### config.mk
export PLATFORM = sky130hd
export DESIGN_NAME = pwm_motif_scanner_flat
export DESIGN_NICKNAME = d
export VERILOG_FILES = /design/src/sv/pwmsc_pkg.sv /design/src/sv/pwmsc_if.sv /design/src/sv/pwmsc_queue.sv /design/src/sv/pwmsc_front.sv /design/src/sv/pwmsc_back.sv /design/src/sv/pwm_motif_scanner.sv /design/src/flat_wrapper.sv
export SDC_FILE = /design/constraint.sdc
export NUM_CORES = 2
export LEC_CHECK = 0
export BUFFER_PORTS_ARGS = -buffer_cell sky130_fd_sc_hd__buf_2
export CORE_MARGIN = 3
export CORE_UTILIZATION = 62
export CTS_CLUSTER_DIAMETER = 200
export DETAILED_ROUTE_END_ITERATION = 8
export GPL_ROUTABILITY_DRIVEN = 0
export HOLD_SLACK_MARGIN = 0.06
export PLACE_DENSITY_LB_ADDON = 0.05
export SETUP_SLACK_MARGIN = 0.15
export SLEW_MARGIN = 0
export SYNTH_ARGS = -nofsm -noshare
export SYNTH_HDL_FRONTEND = slang
export SYNTH_SLANG_ARGS = --single-unit
### constraint.sdc
create_clock -name i_clk -period 8.8 [get_ports i_clk]
set_input_delay 0.88 -clock i_clk [delete_from_list [all_inputs] [get_ports i_clk]]
set_output_delay 0.88 -clock i_clk [all_outputs]
set_load 0.01 [all_outputs]
### src/sv/pwmsc_pkg.sv
// pwmsc_pkg: shared widths, codes and the base decoder of the motif scanner
// no dependencies; compiled first

package pwmsc_pkg;

    localparam int MAX_MOTIF_LEN_DEF = 16;
    localparam int WEIGHT_BITS_DEF   = 24;
    localparam int POSITION_BITS_DEF = 32;
    localparam int QUEUE_DEPTH       = 4;

    localparam int FUNC_W     = 2;
    localparam int CHAR_W     = 8;
    localparam int WPOS_W     = 4;
    localparam int BASE_W     = 2;
    localparam int WVAL_W     = 24;
    localparam int MLEN_W     = 5;
    localparam int SCORE_W    = 32;
    localparam int HPOS_W     = 32;
    localparam int CFG_IDX_W  = 1;
    localparam int CFG_DATA_W = 32;
    localparam int KIND_W     = 2;

    localparam logic [FUNC_W-1:0] FUNC_SCAN  = 2'd0;
    localparam logic [FUNC_W-1:0] FUNC_LOAD  = 2'd1;
    localparam logic [FUNC_W-1:0] FUNC_START = 2'd2;

    localparam logic [CHAR_W-1:0] CHAR_A = 8'h41;
    localparam logic [CHAR_W-1:0] CHAR_C = 8'h43;
    localparam logic [CHAR_W-1:0] CHAR_G = 8'h47;
    localparam logic [CHAR_W-1:0] CHAR_T = 8'h54;

    localparam logic [BASE_W-1:0] BASE_A = 2'd0;
    localparam logic [BASE_W-1:0] BASE_C = 2'd1;
    localparam logic [BASE_W-1:0] BASE_G = 2'd2;
    localparam logic [BASE_W-1:0] BASE_T = 2'd3;

    localparam logic [CFG_IDX_W-1:0] REG_MOTIF_LEN = 1'd0;
    localparam logic [CFG_IDX_W-1:0] REG_THRESHOLD = 1'd1;

    localparam logic [KIND_W-1:0] KIND_LOAD = 2'd0;
    localparam logic [KIND_W-1:0] KIND_SCAN = 2'd1;
    localparam logic [KIND_W-1:0] KIND_ERR  = 2'd2;

    typedef struct packed {
        logic              ok;
        logic [BASE_W-1:0] code;
    } t_base_dec;

    function automatic t_base_dec decode_base(input logic [CHAR_W-1:0] ch);
        t_base_dec d;
        d.ok   = 1'b1;
        d.code = BASE_A;
        case (ch)
            CHAR_A: d.code = BASE_A;
            CHAR_C: d.code = BASE_C;
            CHAR_G: d.code = BASE_G;
            CHAR_T: d.code = BASE_T;
            default: d.ok = 1'b0;
        endcase
        return d;
    endfunction

endpackage

### src/sv/pwmsc_if.sv
// pwmsc_if: valid/ready channels of the motif scanner (input, result, config)
// depends on pwmsc_pkg

interface pwmsc_in_if;
    import pwmsc_pkg::*;
    logic                     valid;
    logic                     ready;
    logic [FUNC_W-1:0]        func;
    logic [CHAR_W-1:0]        base_char;
    logic [WPOS_W-1:0]        weight_pos;
    logic [BASE_W-1:0]        weight_base;
    logic signed [WVAL_W-1:0] weight_value;
    modport source (output valid, func, base_char, weight_pos, weight_base, weight_value,
                    input ready);
    modport sink (input valid, func, base_char, weight_pos, weight_base, weight_value,
                  output ready);
endinterface

interface pwmsc_out_if;
    import pwmsc_pkg::*;
    logic                      valid;
    logic                      ready;
    logic                      is_error;
    logic [HPOS_W-1:0]         hit_position;
    logic signed [SCORE_W-1:0] hit_score;
    modport source (output valid, is_error, hit_position, hit_score, input ready);
    modport sink (input valid, is_error, hit_position, hit_score, output ready);
endinterface

interface pwmsc_cfg_if;
    import pwmsc_pkg::*;
    logic                  valid;
    logic                  ready;
    logic [CFG_IDX_W-1:0]  index;
    logic [CFG_DATA_W-1:0] data;
    modport source (output valid, index, data, input ready);
    modport sink (input valid, index, data, output ready);
endinterface

### src/sv/pwmsc_queue.sv
// pwmsc_queue: small register fifo between the front and back parts
// no package dependency

module pwmsc_queue #(
    parameter int WIDTH = 8,
    parameter int DEPTH = 4
) (
    input  logic             i_clk,
    input  logic             i_rst_n,
    input  logic             i_push,
    input  logic [WIDTH-1:0] i_data,
    output logic             o_full,
    input  logic             i_pop,
    output logic [WIDTH-1:0] o_data,
    output logic             o_empty
);
    localparam int PTR_W = (DEPTH > 1) ? $clog2(DEPTH) : 1;
    localparam int CNT_W = $clog2(DEPTH + 1);

    logic [WIDTH-1:0] r_data [DEPTH];
    logic [PTR_W-1:0] r_wp, n_wp;
    logic [PTR_W-1:0] r_rp, n_rp;
    logic [CNT_W-1:0] r_cnt, n_cnt;
    logic             do_push;
    logic             do_pop;

    assign o_full  = (r_cnt == CNT_W'(DEPTH));
    assign o_empty = (r_cnt == '0);
    assign o_data  = r_data[r_rp];
    assign do_push = i_push && !o_full;
    assign do_pop  = i_pop && !o_empty;

    always_comb begin
        n_wp  = r_wp;
        n_rp  = r_rp;
        n_cnt = r_cnt;
        if (do_push) begin
            n_wp = (r_wp == PTR_W'(DEPTH - 1)) ? '0 : r_wp + 1'b1;
        end
        if (do_pop) begin
            n_rp = (r_rp == PTR_W'(DEPTH - 1)) ? '0 : r_rp + 1'b1;
        end
        case ({do_push, do_pop})
            2'b10:   n_cnt = r_cnt + 1'b1;
            2'b01:   n_cnt = r_cnt - 1'b1;
            default: n_cnt = r_cnt;
        endcase
    end

    always_ff @(posedge i_clk) begin
        if (!i_rst_n) begin
            r_wp  <= '0;
            r_rp  <= '0;
            r_cnt <= '0;
        end else begin
            r_wp  <= n_wp;
            r_rp  <= n_rp;
            r_cnt <= n_cnt;
        end
    end

    always_ff @(posedge i_clk) begin
        if (do_push) begin
            r_data[r_wp] <= i_data;
        end
    end

endmodule

### src/sv/pwmsc_front.sv
// pwmsc_front: takes input words, decodes bases, keeps the window and count
// depends on pwmsc_pkg and pwmsc_if; feeds pwmsc_queue

module pwmsc_front #(
    parameter int MAX_MOTIF_LEN = pwmsc_pkg::MAX_MOTIF_LEN_DEF,
    parameter int WEIGHT_BITS   = pwmsc_pkg::WEIGHT_BITS_DEF,
    parameter int POSITION_BITS = pwmsc_pkg::POSITION_BITS_DEF,
    parameter int LEN_W         = $clog2(MAX_MOTIF_LEN + 1),
    parameter int ENTRY_W       = 8
) (
    input  logic               i_clk,
    input  logic               i_rst_n,
    pwmsc_in_if.sink           i_in,
    input  logic [LEN_W-1:0]   i_len,
    output logic               o_push,
    output logic [ENTRY_W-1:0] o_entry,
    input  logic               i_full
);
    import pwmsc_pkg::*;

    localparam int IDX_W = (MAX_MOTIF_LEN > 1) ? $clog2(MAX_MOTIF_LEN) : 1;
    localparam int ABITS = IDX_W + BASE_W;
    localparam logic signed [32:0] WMAX =
        33'((longint'(1) <<< (WEIGHT_BITS - 1)) - longint'(1));
    localparam logic signed [32:0] WMIN = 33'(-(longint'(1) <<< (WEIGHT_BITS - 1)));

    typedef struct packed {
        logic [KIND_W-1:0]                     kind;
        logic [LEN_W-1:0]                      len;
        logic [HPOS_W-1:0]                     pos;
        logic [MAX_MOTIF_LEN-1:0][BASE_W-1:0] win;
        logic [ABITS-1:0]                      waddr;
        logic [WEIGHT_BITS-1:0]                wval;
    } t_entry;

    logic [MAX_MOTIF_LEN-1:0][BASE_W-1:0] r_win, n_win, win_sh;
    logic [POSITION_BITS-1:0]             r_seen, n_seen, seen_inc, seen_len;
    logic                                 r_fail, n_fail;
    logic                                 accept;
    t_base_dec                            dec;
    t_entry                               entry;
    logic signed [32:0]                   wext, wsat;

    assign i_in.ready = !i_full;
    assign accept     = i_in.valid && !i_full;
    assign dec        = decode_base(i_in.base_char);
    assign seen_inc   = (&r_seen) ? r_seen : r_seen + 1'b1;
    assign seen_len   = POSITION_BITS'(i_len);
    assign wext       = 33'(i_in.weight_value);
    assign o_entry    = ENTRY_W'(entry);

    // newest base enters at the top entry
    always_comb begin
        for (int i = 0; i < MAX_MOTIF_LEN - 1; i++) begin
            win_sh[i] = r_win[i + 1];
        end
        win_sh[MAX_MOTIF_LEN-1] = dec.code;
    end

    always_comb begin
        if (wext > WMAX) begin
            wsat = WMAX;
        end else if (wext < WMIN) begin
            wsat = WMIN;
        end else begin
            wsat = wext;
        end
    end

    always_comb begin
        n_win       = r_win;
        n_seen      = r_seen;
        n_fail      = r_fail;
        o_push      = 1'b0;
        entry       = '0;
        entry.len   = i_len;
        entry.win   = win_sh;
        entry.waddr = {IDX_W'(i_in.weight_pos), i_in.weight_base};
        entry.wval  = wsat[WEIGHT_BITS-1:0];
        entry.pos   = HPOS_W'(seen_inc - seen_len);
        if (accept) begin
            case (i_in.func)
                FUNC_START: begin
                    n_win  = '0;
                    n_seen = '0;
                    n_fail = 1'b0;
                end
                FUNC_LOAD: begin
                    if (32'(i_in.weight_pos) < MAX_MOTIF_LEN) begin
                        o_push     = 1'b1;
                        entry.kind = KIND_LOAD;
                    end
                end
                FUNC_SCAN: begin
                    if (!r_fail) begin
                        if (!dec.ok) begin
                            n_fail     = 1'b1;
                            o_push     = 1'b1;
                            entry.kind = KIND_ERR;
                        end else begin
                            n_win  = win_sh;
                            n_seen = seen_inc;
                            if (seen_inc >= seen_len) begin
                                o_push     = 1'b1;
                                entry.kind = KIND_SCAN;
                            end
                        end
                    end
                end
                default: begin
                end
            endcase
        end
    end

    always_ff @(posedge i_clk) begin
        if (!i_rst_n) begin
            r_win  <= '0;
            r_seen <= '0;
            r_fail <= 1'b0;
        end else begin
            r_win  <= n_win;
            r_seen <= n_seen;
            r_fail <= n_fail;
        end
    end

endmodule

### src/sv/pwmsc_back.sv
// pwmsc_back: weight table, window score sequencer and result register
// depends on pwmsc_pkg and pwmsc_if; drains pwmsc_queue

module pwmsc_back #(
    parameter int MAX_MOTIF_LEN = pwmsc_pkg::MAX_MOTIF_LEN_DEF,
    parameter int WEIGHT_BITS   = pwmsc_pkg::WEIGHT_BITS_DEF,
    parameter int LEN_W         = $clog2(MAX_MOTIF_LEN + 1),
    parameter int ENTRY_W       = 8
) (
    input  logic                                i_clk,
    input  logic                                i_rst_n,
    input  logic [ENTRY_W-1:0]                  i_entry,
    input  logic                                i_empty,
    output logic                                o_pop,
    input  logic signed [pwmsc_pkg::SCORE_W-1:0] i_threshold,
    pwmsc_out_if.source                         o_out
);
    import pwmsc_pkg::*;

    localparam int IDX_W = (MAX_MOTIF_LEN > 1) ? $clog2(MAX_MOTIF_LEN) : 1;
    localparam int ABITS = IDX_W + BASE_W;
    localparam int ACC_W = WEIGHT_BITS + IDX_W + 1;
    localparam logic signed [63:0] SMAX = 64'sh0000_0000_7FFF_FFFF;
    localparam logic signed [63:0] SMIN = -64'sh0000_0000_8000_0000;

    localparam logic [2:0] S_IDLE = 3'd0;
    localparam logic [2:0] S_READ = 3'd1;
    localparam logic [2:0] S_LAST = 3'd2;
    localparam logic [2:0] S_SAT  = 3'd3;
    localparam logic [2:0] S_EMIT = 3'd4;

    typedef struct packed {
        logic [KIND_W-1:0]                     kind;
        logic [LEN_W-1:0]                      len;
        logic [HPOS_W-1:0]                     pos;
        logic [MAX_MOTIF_LEN-1:0][BASE_W-1:0] win;
        logic [ABITS-1:0]                      waddr;
        logic [WEIGHT_BITS-1:0]                wval;
    } t_entry;

    logic signed [WEIGHT_BITS-1:0]        r_mem [MAX_MOTIF_LEN*4];
    logic [2:0]                           r_state, n_state;
    logic                                 r_rd_vld;
    logic                                 r_ov, n_ov;
    logic [MAX_MOTIF_LEN-1:0][BASE_W-1:0] r_win;
    logic [LEN_W-1:0]                     r_len;
    logic [HPOS_W-1:0]                    r_pos;
    logic [IDX_W-1:0]                     r_j, r_idx;
    logic signed [ACC_W-1:0]              r_acc;
    logic signed [WEIGHT_BITS-1:0]        r_rd;
    logic signed [SCORE_W-1:0]            r_score;
    logic                                 r_err;
    logic                                 r_oerr;
    logic [HPOS_W-1:0]                    r_opos;
    logic signed [SCORE_W-1:0]            r_oscore;
    t_entry                               head;
    logic [ABITS-1:0]                     rd_addr;
    logic                                 out_free;
    logic                                 emit_hit;
    logic                                 last_step;
    logic signed [63:0]                   acc64;
    logic signed [SCORE_W-1:0]            sat;

    assign head      = t_entry'(i_entry);
    assign o_pop     = (r_state == S_IDLE) && !i_empty;
    assign out_free  = !r_ov || o_out.ready;
    assign emit_hit  = r_err || (r_score >= i_threshold);
    assign rd_addr   = {r_j, r_win[r_idx]};
    assign last_step = (r_j == IDX_W'(r_len - LEN_W'(1)));
    assign acc64     = 64'(r_acc);
    assign sat       = (acc64 > SMAX) ? SCORE_W'(SMAX) :
                       (acc64 < SMIN) ? SCORE_W'(SMIN) : SCORE_W'(acc64);

    assign o_out.valid        = r_ov;
    assign o_out.is_error     = r_oerr;
    assign o_out.hit_position = r_opos;
    assign o_out.hit_score    = r_oscore;

    always_comb begin
        n_state = r_state;
        case (r_state)
            S_IDLE: begin
                if (!i_empty) begin
                    case (head.kind)
                        KIND_SCAN: n_state = S_READ;
                        KIND_ERR:  n_state = S_EMIT;
                        default:   n_state = S_IDLE;
                    endcase
                end
            end
            S_READ: begin
                if (last_step) begin
                    n_state = S_LAST;
                end
            end
            S_LAST: n_state = S_SAT;
            S_SAT:  n_state = S_EMIT;
            S_EMIT: begin
                if (!emit_hit || out_free) begin
                    n_state = S_IDLE;
                end
            end
            default: n_state = S_IDLE;
        endcase
    end

    always_comb begin
        if (r_state == S_EMIT && emit_hit && out_free) begin
            n_ov = 1'b1;
        end else if (o_out.ready) begin
            n_ov = 1'b0;
        end else begin
            n_ov = r_ov;
        end
    end

    always_ff @(posedge i_clk) begin
        if (!i_rst_n) begin
            r_state  <= S_IDLE;
            r_rd_vld <= 1'b0;
            r_ov     <= 1'b0;
        end else begin
            r_state  <= n_state;
            r_rd_vld <= (r_state == S_READ);
            r_ov     <= n_ov;
        end
    end

    // weight table
    always_ff @(posedge i_clk) begin
        r_rd <= r_mem[rd_addr];
        if (o_pop && head.kind == KIND_LOAD) begin
            r_mem[head.waddr] <= head.wval;
        end
    end

    always_ff @(posedge i_clk) begin
        case (r_state)
            S_IDLE: begin
                if (o_pop) begin
                    r_win   <= head.win;
                    r_len   <= head.len;
                    r_pos   <= head.pos;
                    r_j     <= '0;
                    r_idx   <= IDX_W'(LEN_W'(MAX_MOTIF_LEN) - head.len);
                    r_acc   <= '0;
                    r_score <= '0;
                    r_err   <= (head.kind == KIND_ERR);
                end
            end
            S_READ: begin
                r_j   <= r_j + 1'b1;
                r_idx <= r_idx + 1'b1;
                if (r_rd_vld) begin
                    r_acc <= r_acc + ACC_W'(r_rd);
                end
            end
            S_LAST: r_acc <= r_acc + ACC_W'(r_rd);
            S_SAT:  r_score <= sat;
            S_EMIT: begin
                if (emit_hit && out_free) begin
                    r_oerr   <= r_err;
                    r_opos   <= r_err ? '0 : r_pos;
                    r_oscore <= r_score;
                end
            end
            default: begin
            end
        endcase
    end

endmodule

### src/sv/pwm_motif_scanner.sv
// pwm_motif_scanner: position weight matrix motif scan over a DNA base stream
// Channels: i_in takes words (func scan/load/start with base_char or weight
// fields), o_out gives result words (hit or error), i_cfg writes
// motif_length (index 0) and score_threshold (index 1); i_cfg is always ready.
// A scan word is decoded combinationally in the front part; loads and scan
// windows that may hit go through a 4-entry queue to the back part, which
// adds motif_length weights, one weight table read per cycle.
// A window passes the states S_READ, S_LAST, S_SAT and S_EMIT; the back part
// pops a new entry only in S_IDLE, so it ends one window before the next,
// and writes a load to the weight table as it pops it. Starts, short-sequence
// bases and bases after an error stay in the front part. i_in accepts a word
// every cycle while the queue has room.
// Reset (synchronous, i_rst_n low) clears window, position count, error
// flag, queue and output valid, and sets motif_length 1, threshold 0; the
// weight table keeps its contents and must be loaded before use.
// When o_out is stalled the result word holds; the back part waits with its
// next result and the queue, then i_in.ready, fill behind it.
// Depends on pwmsc_pkg, pwmsc_if, pwmsc_queue, pwmsc_front, pwmsc_back.

module pwm_motif_scanner #(
    parameter int MAX_MOTIF_LEN = pwmsc_pkg::MAX_MOTIF_LEN_DEF,
    parameter int WEIGHT_BITS   = pwmsc_pkg::WEIGHT_BITS_DEF,
    parameter int POSITION_BITS = pwmsc_pkg::POSITION_BITS_DEF
) (
    input  logic        i_clk,
    input  logic        i_rst_n,
    pwmsc_in_if.sink    i_in,
    pwmsc_out_if.source o_out,
    pwmsc_cfg_if.sink   i_cfg
);
    import pwmsc_pkg::*;

    localparam int LEN_W   = $clog2(MAX_MOTIF_LEN + 1);
    localparam int IDX_W   = (MAX_MOTIF_LEN > 1) ? $clog2(MAX_MOTIF_LEN) : 1;
    localparam int ENTRY_W = KIND_W + LEN_W + HPOS_W + BASE_W * MAX_MOTIF_LEN
                             + IDX_W + BASE_W + WEIGHT_BITS;

    logic [MLEN_W-1:0]         r_mlen;
    logic signed [SCORE_W-1:0] r_thr;
    logic [LEN_W-1:0]          len;
    logic                      push, full, pop, empty;
    logic [ENTRY_W-1:0]        q_in, q_out;

    assign i_cfg.ready = 1'b1;

    always_ff @(posedge i_clk) begin
        if (!i_rst_n) begin
            r_mlen <= MLEN_W'(1);
            r_thr  <= '0;
        end else if (i_cfg.valid) begin
            case (i_cfg.index)
                REG_MOTIF_LEN: r_mlen <= i_cfg.data[MLEN_W-1:0];
                REG_THRESHOLD: r_thr  <= $signed(i_cfg.data[SCORE_W-1:0]);
                default: begin
                end
            endcase
        end
    end

    always_comb begin
        if (r_mlen == '0) begin
            len = LEN_W'(1);
        end else if (32'(r_mlen) > MAX_MOTIF_LEN) begin
            len = LEN_W'(MAX_MOTIF_LEN);
        end else begin
            len = LEN_W'(r_mlen);
        end
    end

    pwmsc_front #(
        .MAX_MOTIF_LEN (MAX_MOTIF_LEN),
        .WEIGHT_BITS   (WEIGHT_BITS),
        .POSITION_BITS (POSITION_BITS),
        .LEN_W         (LEN_W),
        .ENTRY_W       (ENTRY_W)
    ) u_front (
        .i_clk   (i_clk),
        .i_rst_n (i_rst_n),
        .i_in    (i_in),
        .i_len   (len),
        .o_push  (push),
        .o_entry (q_in),
        .i_full  (full)
    );

    pwmsc_queue #(
        .WIDTH (ENTRY_W),
        .DEPTH (QUEUE_DEPTH)
    ) u_queue (
        .i_clk   (i_clk),
        .i_rst_n (i_rst_n),
        .i_push  (push),
        .i_data  (q_in),
        .o_full  (full),
        .i_pop   (pop),
        .o_data  (q_out),
        .o_empty (empty)
    );

    pwmsc_back #(
        .MAX_MOTIF_LEN (MAX_MOTIF_LEN),
        .WEIGHT_BITS   (WEIGHT_BITS),
        .LEN_W         (LEN_W),
        .ENTRY_W       (ENTRY_W)
    ) u_back (
        .i_clk       (i_clk),
        .i_rst_n     (i_rst_n),
        .i_entry     (q_out),
        .i_empty     (empty),
        .o_pop       (pop),
        .i_threshold (r_thr),
        .o_out       (o_out)
    );

endmodule

### src/flat_wrapper.sv
// flat-port wrapper written by rule: the top's interface ports become plain ports
module pwm_motif_scanner_flat import pwmsc_pkg::*;
#(
    parameter int MAX_MOTIF_LEN = pwmsc_pkg::MAX_MOTIF_LEN_DEF,
    parameter int WEIGHT_BITS   = pwmsc_pkg::WEIGHT_BITS_DEF,
    parameter int POSITION_BITS = pwmsc_pkg::POSITION_BITS_DEF
)
  (i_clk, i_rst_n, i_in_valid, i_in_func, i_in_base_char, i_in_weight_pos, i_in_weight_base, i_in_weight_value, i_in_ready, o_out_valid, o_out_is_error, o_out_hit_position, o_out_hit_score, o_out_ready, i_cfg_valid, i_cfg_index, i_cfg_data, i_cfg_ready);
  pwmsc_in_if i_in_i ();
  pwmsc_out_if o_out_i ();
  pwmsc_cfg_if i_cfg_i ();
  input  logic i_clk;
  input  logic i_rst_n;
  input wire logic [$bits(i_in_i.valid)-1:0] i_in_valid;
  input wire logic [$bits(i_in_i.func)-1:0] i_in_func;
  input wire logic [$bits(i_in_i.base_char)-1:0] i_in_base_char;
  input wire logic [$bits(i_in_i.weight_pos)-1:0] i_in_weight_pos;
  input wire logic [$bits(i_in_i.weight_base)-1:0] i_in_weight_base;
  input wire logic [$bits(i_in_i.weight_value)-1:0] i_in_weight_value;
  output wire logic [$bits(i_in_i.ready)-1:0] i_in_ready;
  output wire logic [$bits(o_out_i.valid)-1:0] o_out_valid;
  output wire logic [$bits(o_out_i.is_error)-1:0] o_out_is_error;
  output wire logic [$bits(o_out_i.hit_position)-1:0] o_out_hit_position;
  output wire logic [$bits(o_out_i.hit_score)-1:0] o_out_hit_score;
  input wire logic [$bits(o_out_i.ready)-1:0] o_out_ready;
  input wire logic [$bits(i_cfg_i.valid)-1:0] i_cfg_valid;
  input wire logic [$bits(i_cfg_i.index)-1:0] i_cfg_index;
  input wire logic [$bits(i_cfg_i.data)-1:0] i_cfg_data;
  output wire logic [$bits(i_cfg_i.ready)-1:0] i_cfg_ready;
  assign i_in_i.valid = i_in_valid;
  assign i_in_i.func = i_in_func;
  assign i_in_i.base_char = i_in_base_char;
  assign i_in_i.weight_pos = i_in_weight_pos;
  assign i_in_i.weight_base = i_in_weight_base;
  assign i_in_i.weight_value = i_in_weight_value;
  assign i_in_ready = i_in_i.ready;
  assign o_out_valid = o_out_i.valid;
  assign o_out_is_error = o_out_i.is_error;
  assign o_out_hit_position = o_out_i.hit_position;
  assign o_out_hit_score = o_out_i.hit_score;
  assign o_out_i.ready = o_out_ready;
  assign i_cfg_i.valid = i_cfg_valid;
  assign i_cfg_i.index = i_cfg_index;
  assign i_cfg_i.data = i_cfg_data;
  assign i_cfg_ready = i_cfg_i.ready;
  pwm_motif_scanner #(.MAX_MOTIF_LEN(MAX_MOTIF_LEN), .WEIGHT_BITS(WEIGHT_BITS), .POSITION_BITS(POSITION_BITS)) u_core (.i_clk(i_clk), .i_rst_n(i_rst_n), .i_in(i_in_i), .o_out(o_out_i), .i_cfg(i_cfg_i));
endmodule
## Word-level counts from Yosys, hierarchy flattened

Memory sizes are Yosys's and may differ from the RTL's. A register that Yosys moved wholly into a read port is not among the register bits.
Index checks and enable logic that the tools add are counted.

| operators by class | value |
|---|---|
| add/sub/neg operators | 11 |
| order comparisons | 8 |
| equality and inequality tests | 25 |
| muxes and demuxes | 55 |
| bitwise operators | 1 |
| reductions and logical operators | 38 |

Operator list:

| operator | number |
|---|---|
| 32-bit 2-to-1 mux | 8 |
| 32-bit one-hot mux with 2 select lines | 3 |
| 29-bit one-hot mux with 3 select lines | 1 |
| 29-bit 2-to-1 mux | 2 |
| 24-bit 2-to-1 mux | 2 |
| 32-bit by 1-bit adder with 32-bit output, second input constant | 1 |
| 8-bit by 7-bit == test with 1-bit output, second input constant | 4 |
| 32-bit >= comparator | 1 |
| 32-bit by 5-bit >= comparator with 1-bit output | 1 |
| 29-bit by 32-bit greater-than comparator with 1-bit output, second input constant | 1 |
| 29-bit by 32-bit < comparator with 1-bit output, second input constant | 1 |
| 32-bit AND reduction | 1 |
| 32-bit by 5-bit subtractor with 32-bit output | 1 |
| 29-bit by 24-bit adder with 29-bit output | 1 |
| 24-bit greater-than comparator, second input constant | 1 |
| 24-bit < comparator, second input constant | 1 |
| 2-bit 2-to-1 mux | 9 |
| 4-bit one-hot mux with 2 select lines | 2 |
| 3-bit one-hot mux with 5 select lines | 1 |
| 1-bit 2-to-1 mux | 14 |
| 2-bit inequality test, second input constant | 7 |
| 2-bit AND reduction | 7 |
| 3-bit one-hot mux with 2 select lines | 2 |
| 2-bit == test, second input constant | 5 |
| 31 further kinds | 61 |

| word-level totals | value |
|---|---|
| register bits | 315 |
| memory bits (writable) | 1940 |
| input port bits | 78 |
| output and inout port bits | 68 |
| word-level logic and storage cells | 191 |
| memories kept | 2 |

Memory list:

| memory | depth | width | read ports | clocked after Yosys merged registers in | write ports | line | text |
|---|---|---|---|---|---|---|---|
| u_core.u_back.r_mem | 64 | 24 | 1 | 1 | 1 | pwmsc_back.sv:41 | `logic signed [WEIGHT_BITS-1:0] r_mem [MAX_MOTIF_LEN*4];` |
| u_core.u_queue.r_data | 4 | 101 | 1 | 1 | 1 | pwmsc_queue.sv:20 | `logic [WIDTH-1:0] r_data [DEPTH];` |

## Longest topological paths before layout

| depth | value |
|---|---|
| depth in word-level cells | 12 |
| gate-level depth with buffers | 22 |
| gate-level depth less buffers | 20 |

## Modules after synthesis

A second synthesis with hierarchy kept.

| second synthesis, totals | value |
|---|---|
| cell total of the unflattened synthesis | 5775 |
| area total of the unflattened synthesis | 90857.1 µm² |

By module, submodules not included:

| module | times used | cells an instance | area an instance (µm²) | sequential area each (µm²) |
|---|---|---|---|---|
| pwmsc_back | 1 | 4484 | 70076.0 | 52680.5 |
| pwmsc_queue | 1 | 583 | 15064.4 | 12311.8 |
| pwmsc_front | 1 | 535 | 4219.0 | 1261.2 |
| pwm_motif_scanner | 1 | 173 | 1497.7 | 740.7 |

## Least setup slack after synthesis

Ideal clock, no wire load.

| timing path | value |
|---|---|
| path kind | register to register |
| start point | register u_core.u_front.r_seen[19] |
| end point | memory u_core.u_queue.r_data[0][0] (netlist name), enable pin |
| setup time | 0.703 ns |
| data arrival time | 5.323 ns |
| required time | 8.097 ns |
| slack | 2.774 ns |
| cell stages (with the launch flop) | 17 |
| path buffers | 1 |
| clock period less this slack | 6.026 ns |
| cells stage by stage | dfxtp_1 nand3_4 or4_1 clkbuf_1 nor2_1 nand2_1 nand2_1 xnor2_1 ha_1 nor2b_1 o21ai_0 a21boi_0 or3_1 or4_4 or4_4 o31a_4 and2_1 |

| between the ends | value |
|---|---|
| cells in the longest elaborated chain, start to end | 11 |
| elaborated cells on any way between the ends | 12 |
| those cells by class | add/sub: 1; order compare: 1; mux: 8; reduce/logical: 2 |

RTL lines:

| element | line | text |
|---|---|---|
| start, declared | pwmsc_front.sv:37 | `logic [POSITION_BITS-1:0] r_seen, n_seen, seen_inc, seen_len;` |
| start signal, assigned | pwmsc_front.sv:123 | `r_seen <= n_seen;` |
| 32-bit by 1-bit adder with 32-bit output / 32-bit AND reduction (equally long branches) | pwmsc_front.sv:47 | `assign seen_inc = (&r_seen) ? r_seen : r_seen + 1'b1;` |
| 32-bit 2-to-1 mux * | pwmsc_front.sv:47 |  |
| 32-bit by 5-bit >= comparator with 1-bit output * | pwmsc_front.sv:103 | `if (seen_inc >= seen_len) begin` |
| 1-bit 2-to-1 mux * | pwmsc_front.sv:103 |  |
| 1-bit 2-to-1 mux * | pwmsc_front.sv:96 | `if (!dec.ok) begin` |
| 1-bit 2-to-1 mux * | pwmsc_front.sv:95 | `if (!r_fail) begin` |
| 1-bit one-hot mux with 2 select lines * | pwmsc_front.sv:82 | `case (i_in.func)` |
| 1-bit 2-to-1 mux * | pwmsc_front.sv:81 | `if (accept) begin` |
| 1-bit logical AND * | pwmsc_queue.sv:30 | `assign do_push = i_push && !o_full;` |
| 1-bit 2-to-1 mux * | pwmsc_queue.sv:63 | `if (do_push) begin` |
| 1-bit 2-to-1 mux (not written as such) * | pwmsc_queue.sv:64 | `r_data[r_wp] <= i_data;` |
| end, declared | pwmsc_queue.sv:20 |  |

Mark *: on every way between the ends. The rest lies on a longest branch, timed or not.

## Final worst setup path

| timing path | value |
|---|---|
| start point | register u_core.u_front.r_seen[29] |
| end point | memory u_core.u_queue.r_data[0][99] (netlist name), enable pin |

The elaborated chain is that of the path after synthesis.

==> results.ini <==
[route]
antenna_left=0
drc=0
firstDrtPassIters=5
drtIter0Drc=5068
avgRoutedWirePerCell_um=29.7
viasPerCell=6.52
via_count=44100
postRouteWirelength_um=201000

[synth]
synthTopCellsByCount=edfxtp_1 (2135), mux4_2 (487), nand2_1 (199)
synth_edf_count=2135
synth.most_common_cell=edfxtp_1
yosysTopAreaCell=edfxtp_1
syn_nets=4610
synth_seq_area_share_pct=75.8
yosysUniqueCellTypes=78
synth_warnings=0
async_reset_ff_share_pct=0
ys_top_cells_by_area=edfxtp_1 (73%), mux4_2 (12%), dfxtp_1 (3.1%)
synthesis.area_mm2=0.0883
synth_top_area_share_pct=72.6
postSynthCellCount=4453
synth-main-ff-cell=edfxtp_1
synth_area_per_cell_um2=19.8
ys_seq_elements=2273

[setup_path]
cp_cell_sequence=nand4_1 -> nor2_1 -> nand2_1 -> nand2_1 -> xnor2_1 -> ha_1 -> nor2b_1 -> o21ai_0 -> a21boi_0 -> or3_1 -> or4_4 -> or4_4 -> o31a_4 -> and2_4 -> buf_4
r2r-end=u_core.u_queue.r_data[0][99]$_DFFE_PP_
critical_path.max_fanout=53
path_delay_family=simple AND/OR/NAND/NOR gates
r2r-start=u_core.u_front.r_seen[29]$_SDFFE_PN0P_
max_stage_delay_ns=0.85
cp.required_ns=9.25
worstPathArrival_ns=6.60
endpoint_kind=flip-flop
cpMaxStageDelayCell=nor2_1
start_kind=flip-flop
path_class=flip-flop to flip-flop
r2r_cells=15
path_buf_inv=1
rrSetupSlack_ns=2.65

[global_routing]
grt-ovfl-total=0
antenna_found_initial=7
grt_start_max_net_pins=119
grt_pass1_wl_um=297000
grt_use_total_pct=27.9
grt_pass1_vias=44100

[placed_design]
hpwlAfterDp_um=113000
placed_area_mm2=0.0917
port_buffers=144

[timing]
period_minus_slack_ns=6.15
setup_viol=0
clock_skew_ns=0.0279
slew_headroom_pct=24.3
finalHoldViolCount=0
drv_slew=0
setup_tns_ns=0
worst_slew_pin_slew_ns=1.13
fin_crit_sh_pct=69.9
rsz0062_at_grt=false
max_freq_mhz=163

[power]
p_leak_uw=0.0318
powerDensity_mw_per_mm2=374
ir_drop_v=0.000597

[clock_tree]
cts_root_buf=clkbuf_16
clk_latency_ns=0.84
cts.sink_count=2273
cts_buffers=217
cts_tree=done
cts.htree.levels=4
cts_resized=0
clk_pin_slew_ns=0.06
clk_path_buf_depth=3
post-cts-setup-buffers=0
postCtsHoldBufs=0

[floorplanning]
start_util_pct=62.9
die_area_mm2=0.147
rows=137
core_mm2=0.140
die_h_um=383
ios=146
die_w_um=383

[hold_path]
worst_hold_path.num_cells=1
min-delay-path-class=input pin to flip-flop
worstHoldStart=i_in_weight_value[9]
min_to=u_core.u_queue.r_data[2][9]$_DFFE_PP_

[run_status]
status=complete, no violations

[cells_and_area]
drive_gt1_share_pct=24.1
nets=4860
nFillCells=8464
area_delta_synth_final_pct=11.6
fin_area_mm2=0.0985

[job]
maxCapViolations=0

cell families after synthesis:
family,Yosys count,share of synthesized area [%]
adders and majority gates,79,1.15
xor gates and xnor gates,83,0.824
other,1,0.00425
DFF,2273,75.8
buffers and inverters,316,1.39
and+or+nand+nor,676,3.80
AOI/OAI and AO/OA,518,4.41
muxes,507,12.7
cell type report:
| class | instances | area (um2) | share of cell area (%) |
|---|---|---|---|
| Timing Repair Buffer | 281 | 1820 | 1.85 |
| Clock buffer | 283 | 5780 | 5.86 |
| Clock inverter | 121 | 1060 | 1.08 |
| Tap cell | 1876 | 2350 | 2.38 |
| Multi-Input combinational cell | 1864 | 20400 | 20.7 |
| Sequential cell | 2273 | 66900 | 67.9 |
| Antenna cell | 3 | 7.51 | 0.00762 |
| Inverter | 66 | 249 | 0.253 |
worst max-delay path by stage:
stage,end,slack [ns],cells past startpoint,from
floorplan,u_core.u_queue.r_data[0][0]$_DFFE_PP_,2.77,16,u_core.u_front.r_seen[19]$_SDFFE_PN0P_
global placement,u_core.u_queue.r_data[0][9]$_DFFE_PP_,2.76,15,u_core.u_front.r_seen[29]$_SDFFE_PN0P_
detailed placement,u_core.u_queue.r_data[1][59]$_DFFE_PP_,2.70,15,u_core.u_front.r_seen[29]$_SDFFE_PN0P_
CTS,u_core.u_queue.r_data[1][57]$_DFFE_PP_,2.69,15,u_core.u_front.r_seen[29]$_SDFFE_PN0P_
global route,u_core.u_queue.r_data[0][1]$_DFFE_PP_,2.32,15,u_core.u_front.r_seen[29]$_SDFFE_PN0P_
finish,u_core.u_queue.r_data[0][99]$_DFFE_PP_,2.65,15,u_core.u_front.r_seen[29]$_SDFFE_PN0P_
routing by layer:
| layer | wire length, um | global-route usage [%] |
|---|---|---|
| met1 | 85100 | 43.1 |
| met2 | 94600 | 42.2 |
| met3 | 16700 | 4.82 |
| met4 | 4650 | 7.37 |
| met5 | 34 | 0 |
cell usage in the layout (no fill, tap or decap), types with 9 or more instances in the layout:
cell type,instances
a21boi_0,47
a21o_1,23
a21oi_1,40
a221oi_1,49
a22o_1,73
a22oi_1,134
a31oi_1,9
and2_1,46
buf_2,144
buf_4,131
bufinv_16,11
clkbuf_1,57
clkbuf_16,218
clkinv_1,53
clkinv_2,36
dfxtp_1,136
edfxtp_1,2135
ha_1,76
inv_1,65
mux2i_1,14
mux4_2,487
nand2_1,198
nand2b_1,19
nand3_1,49
nand4_1,18
nor2_1,88
nor2_2,66
nor2b_1,70
nor3_1,34
o21a_1,10
o21ai_0,50
o221ai_1,25
or2_2,10
or3_1,10
xnor2_1,51
xor2_1,32
stage by stage:
step / utilization, % / power (uW) / instances / worst slack (ns) / hold slack [ns]
2_1_floorplan: - / 23900 / 4453 / 2.77 / 0.426
3_3_place_gp: 65.3 / 28100 / 6360 / 2.76 / 0.457
3_5_place_dp: 65.3 / 28300 / 6360 / 2.70 / 0.454
4_1_cts: 70.2 / 37100 / 6764 / 2.69 / 0.204
5_1_grt: 70.2 / 38500 / 6765 / 2.32 / 0.233
6_report: 70.2 / 36800 / 6767 / 2.65 / 0.262
report_power, final:
part           leakage, uW  total [uW]  internal, uW  switching, uW
registers           0.0205       13800         13400            450
logic              0.00792       14100          6180           7960
clock network      0.00333        8870          4970           3900
total               0.0318       36800         24500          12300
state kept, by name, summed over array words and instances, names as in the netlist, 2 cells and up, named ones only:
signal / cells
u_core.u_back.r_win: 32
u_core.r_mlen: 5
u_core.u_back.r_mem: 1536
u_core.u_back.r_idx: 4
u_core.r_thr: 32
u_core.u_back.o_out.hit_score: 30
u_core.u_back.r_pos: 32
u_core.u_back.r_acc: 29
u_core.u_back.r_j: 4
u_core.u_queue.r_rp: 2
u_core.u_queue.r_cnt: 3
u_core.u_queue.r_data: 400
u_core.u_back.r_state: 3
u_core.u_back.r_len: 4
u_core.u_front.r_seen: 32
u_core.u_front.o_entry: 30
u_core.u_back.o_out.hit_position: 32
u_core.u_queue.r_wp: 2
u_core.u_back.r_score: 30
u_core.u_back.r_rd: 24
(Power assumes the default switching activity.)
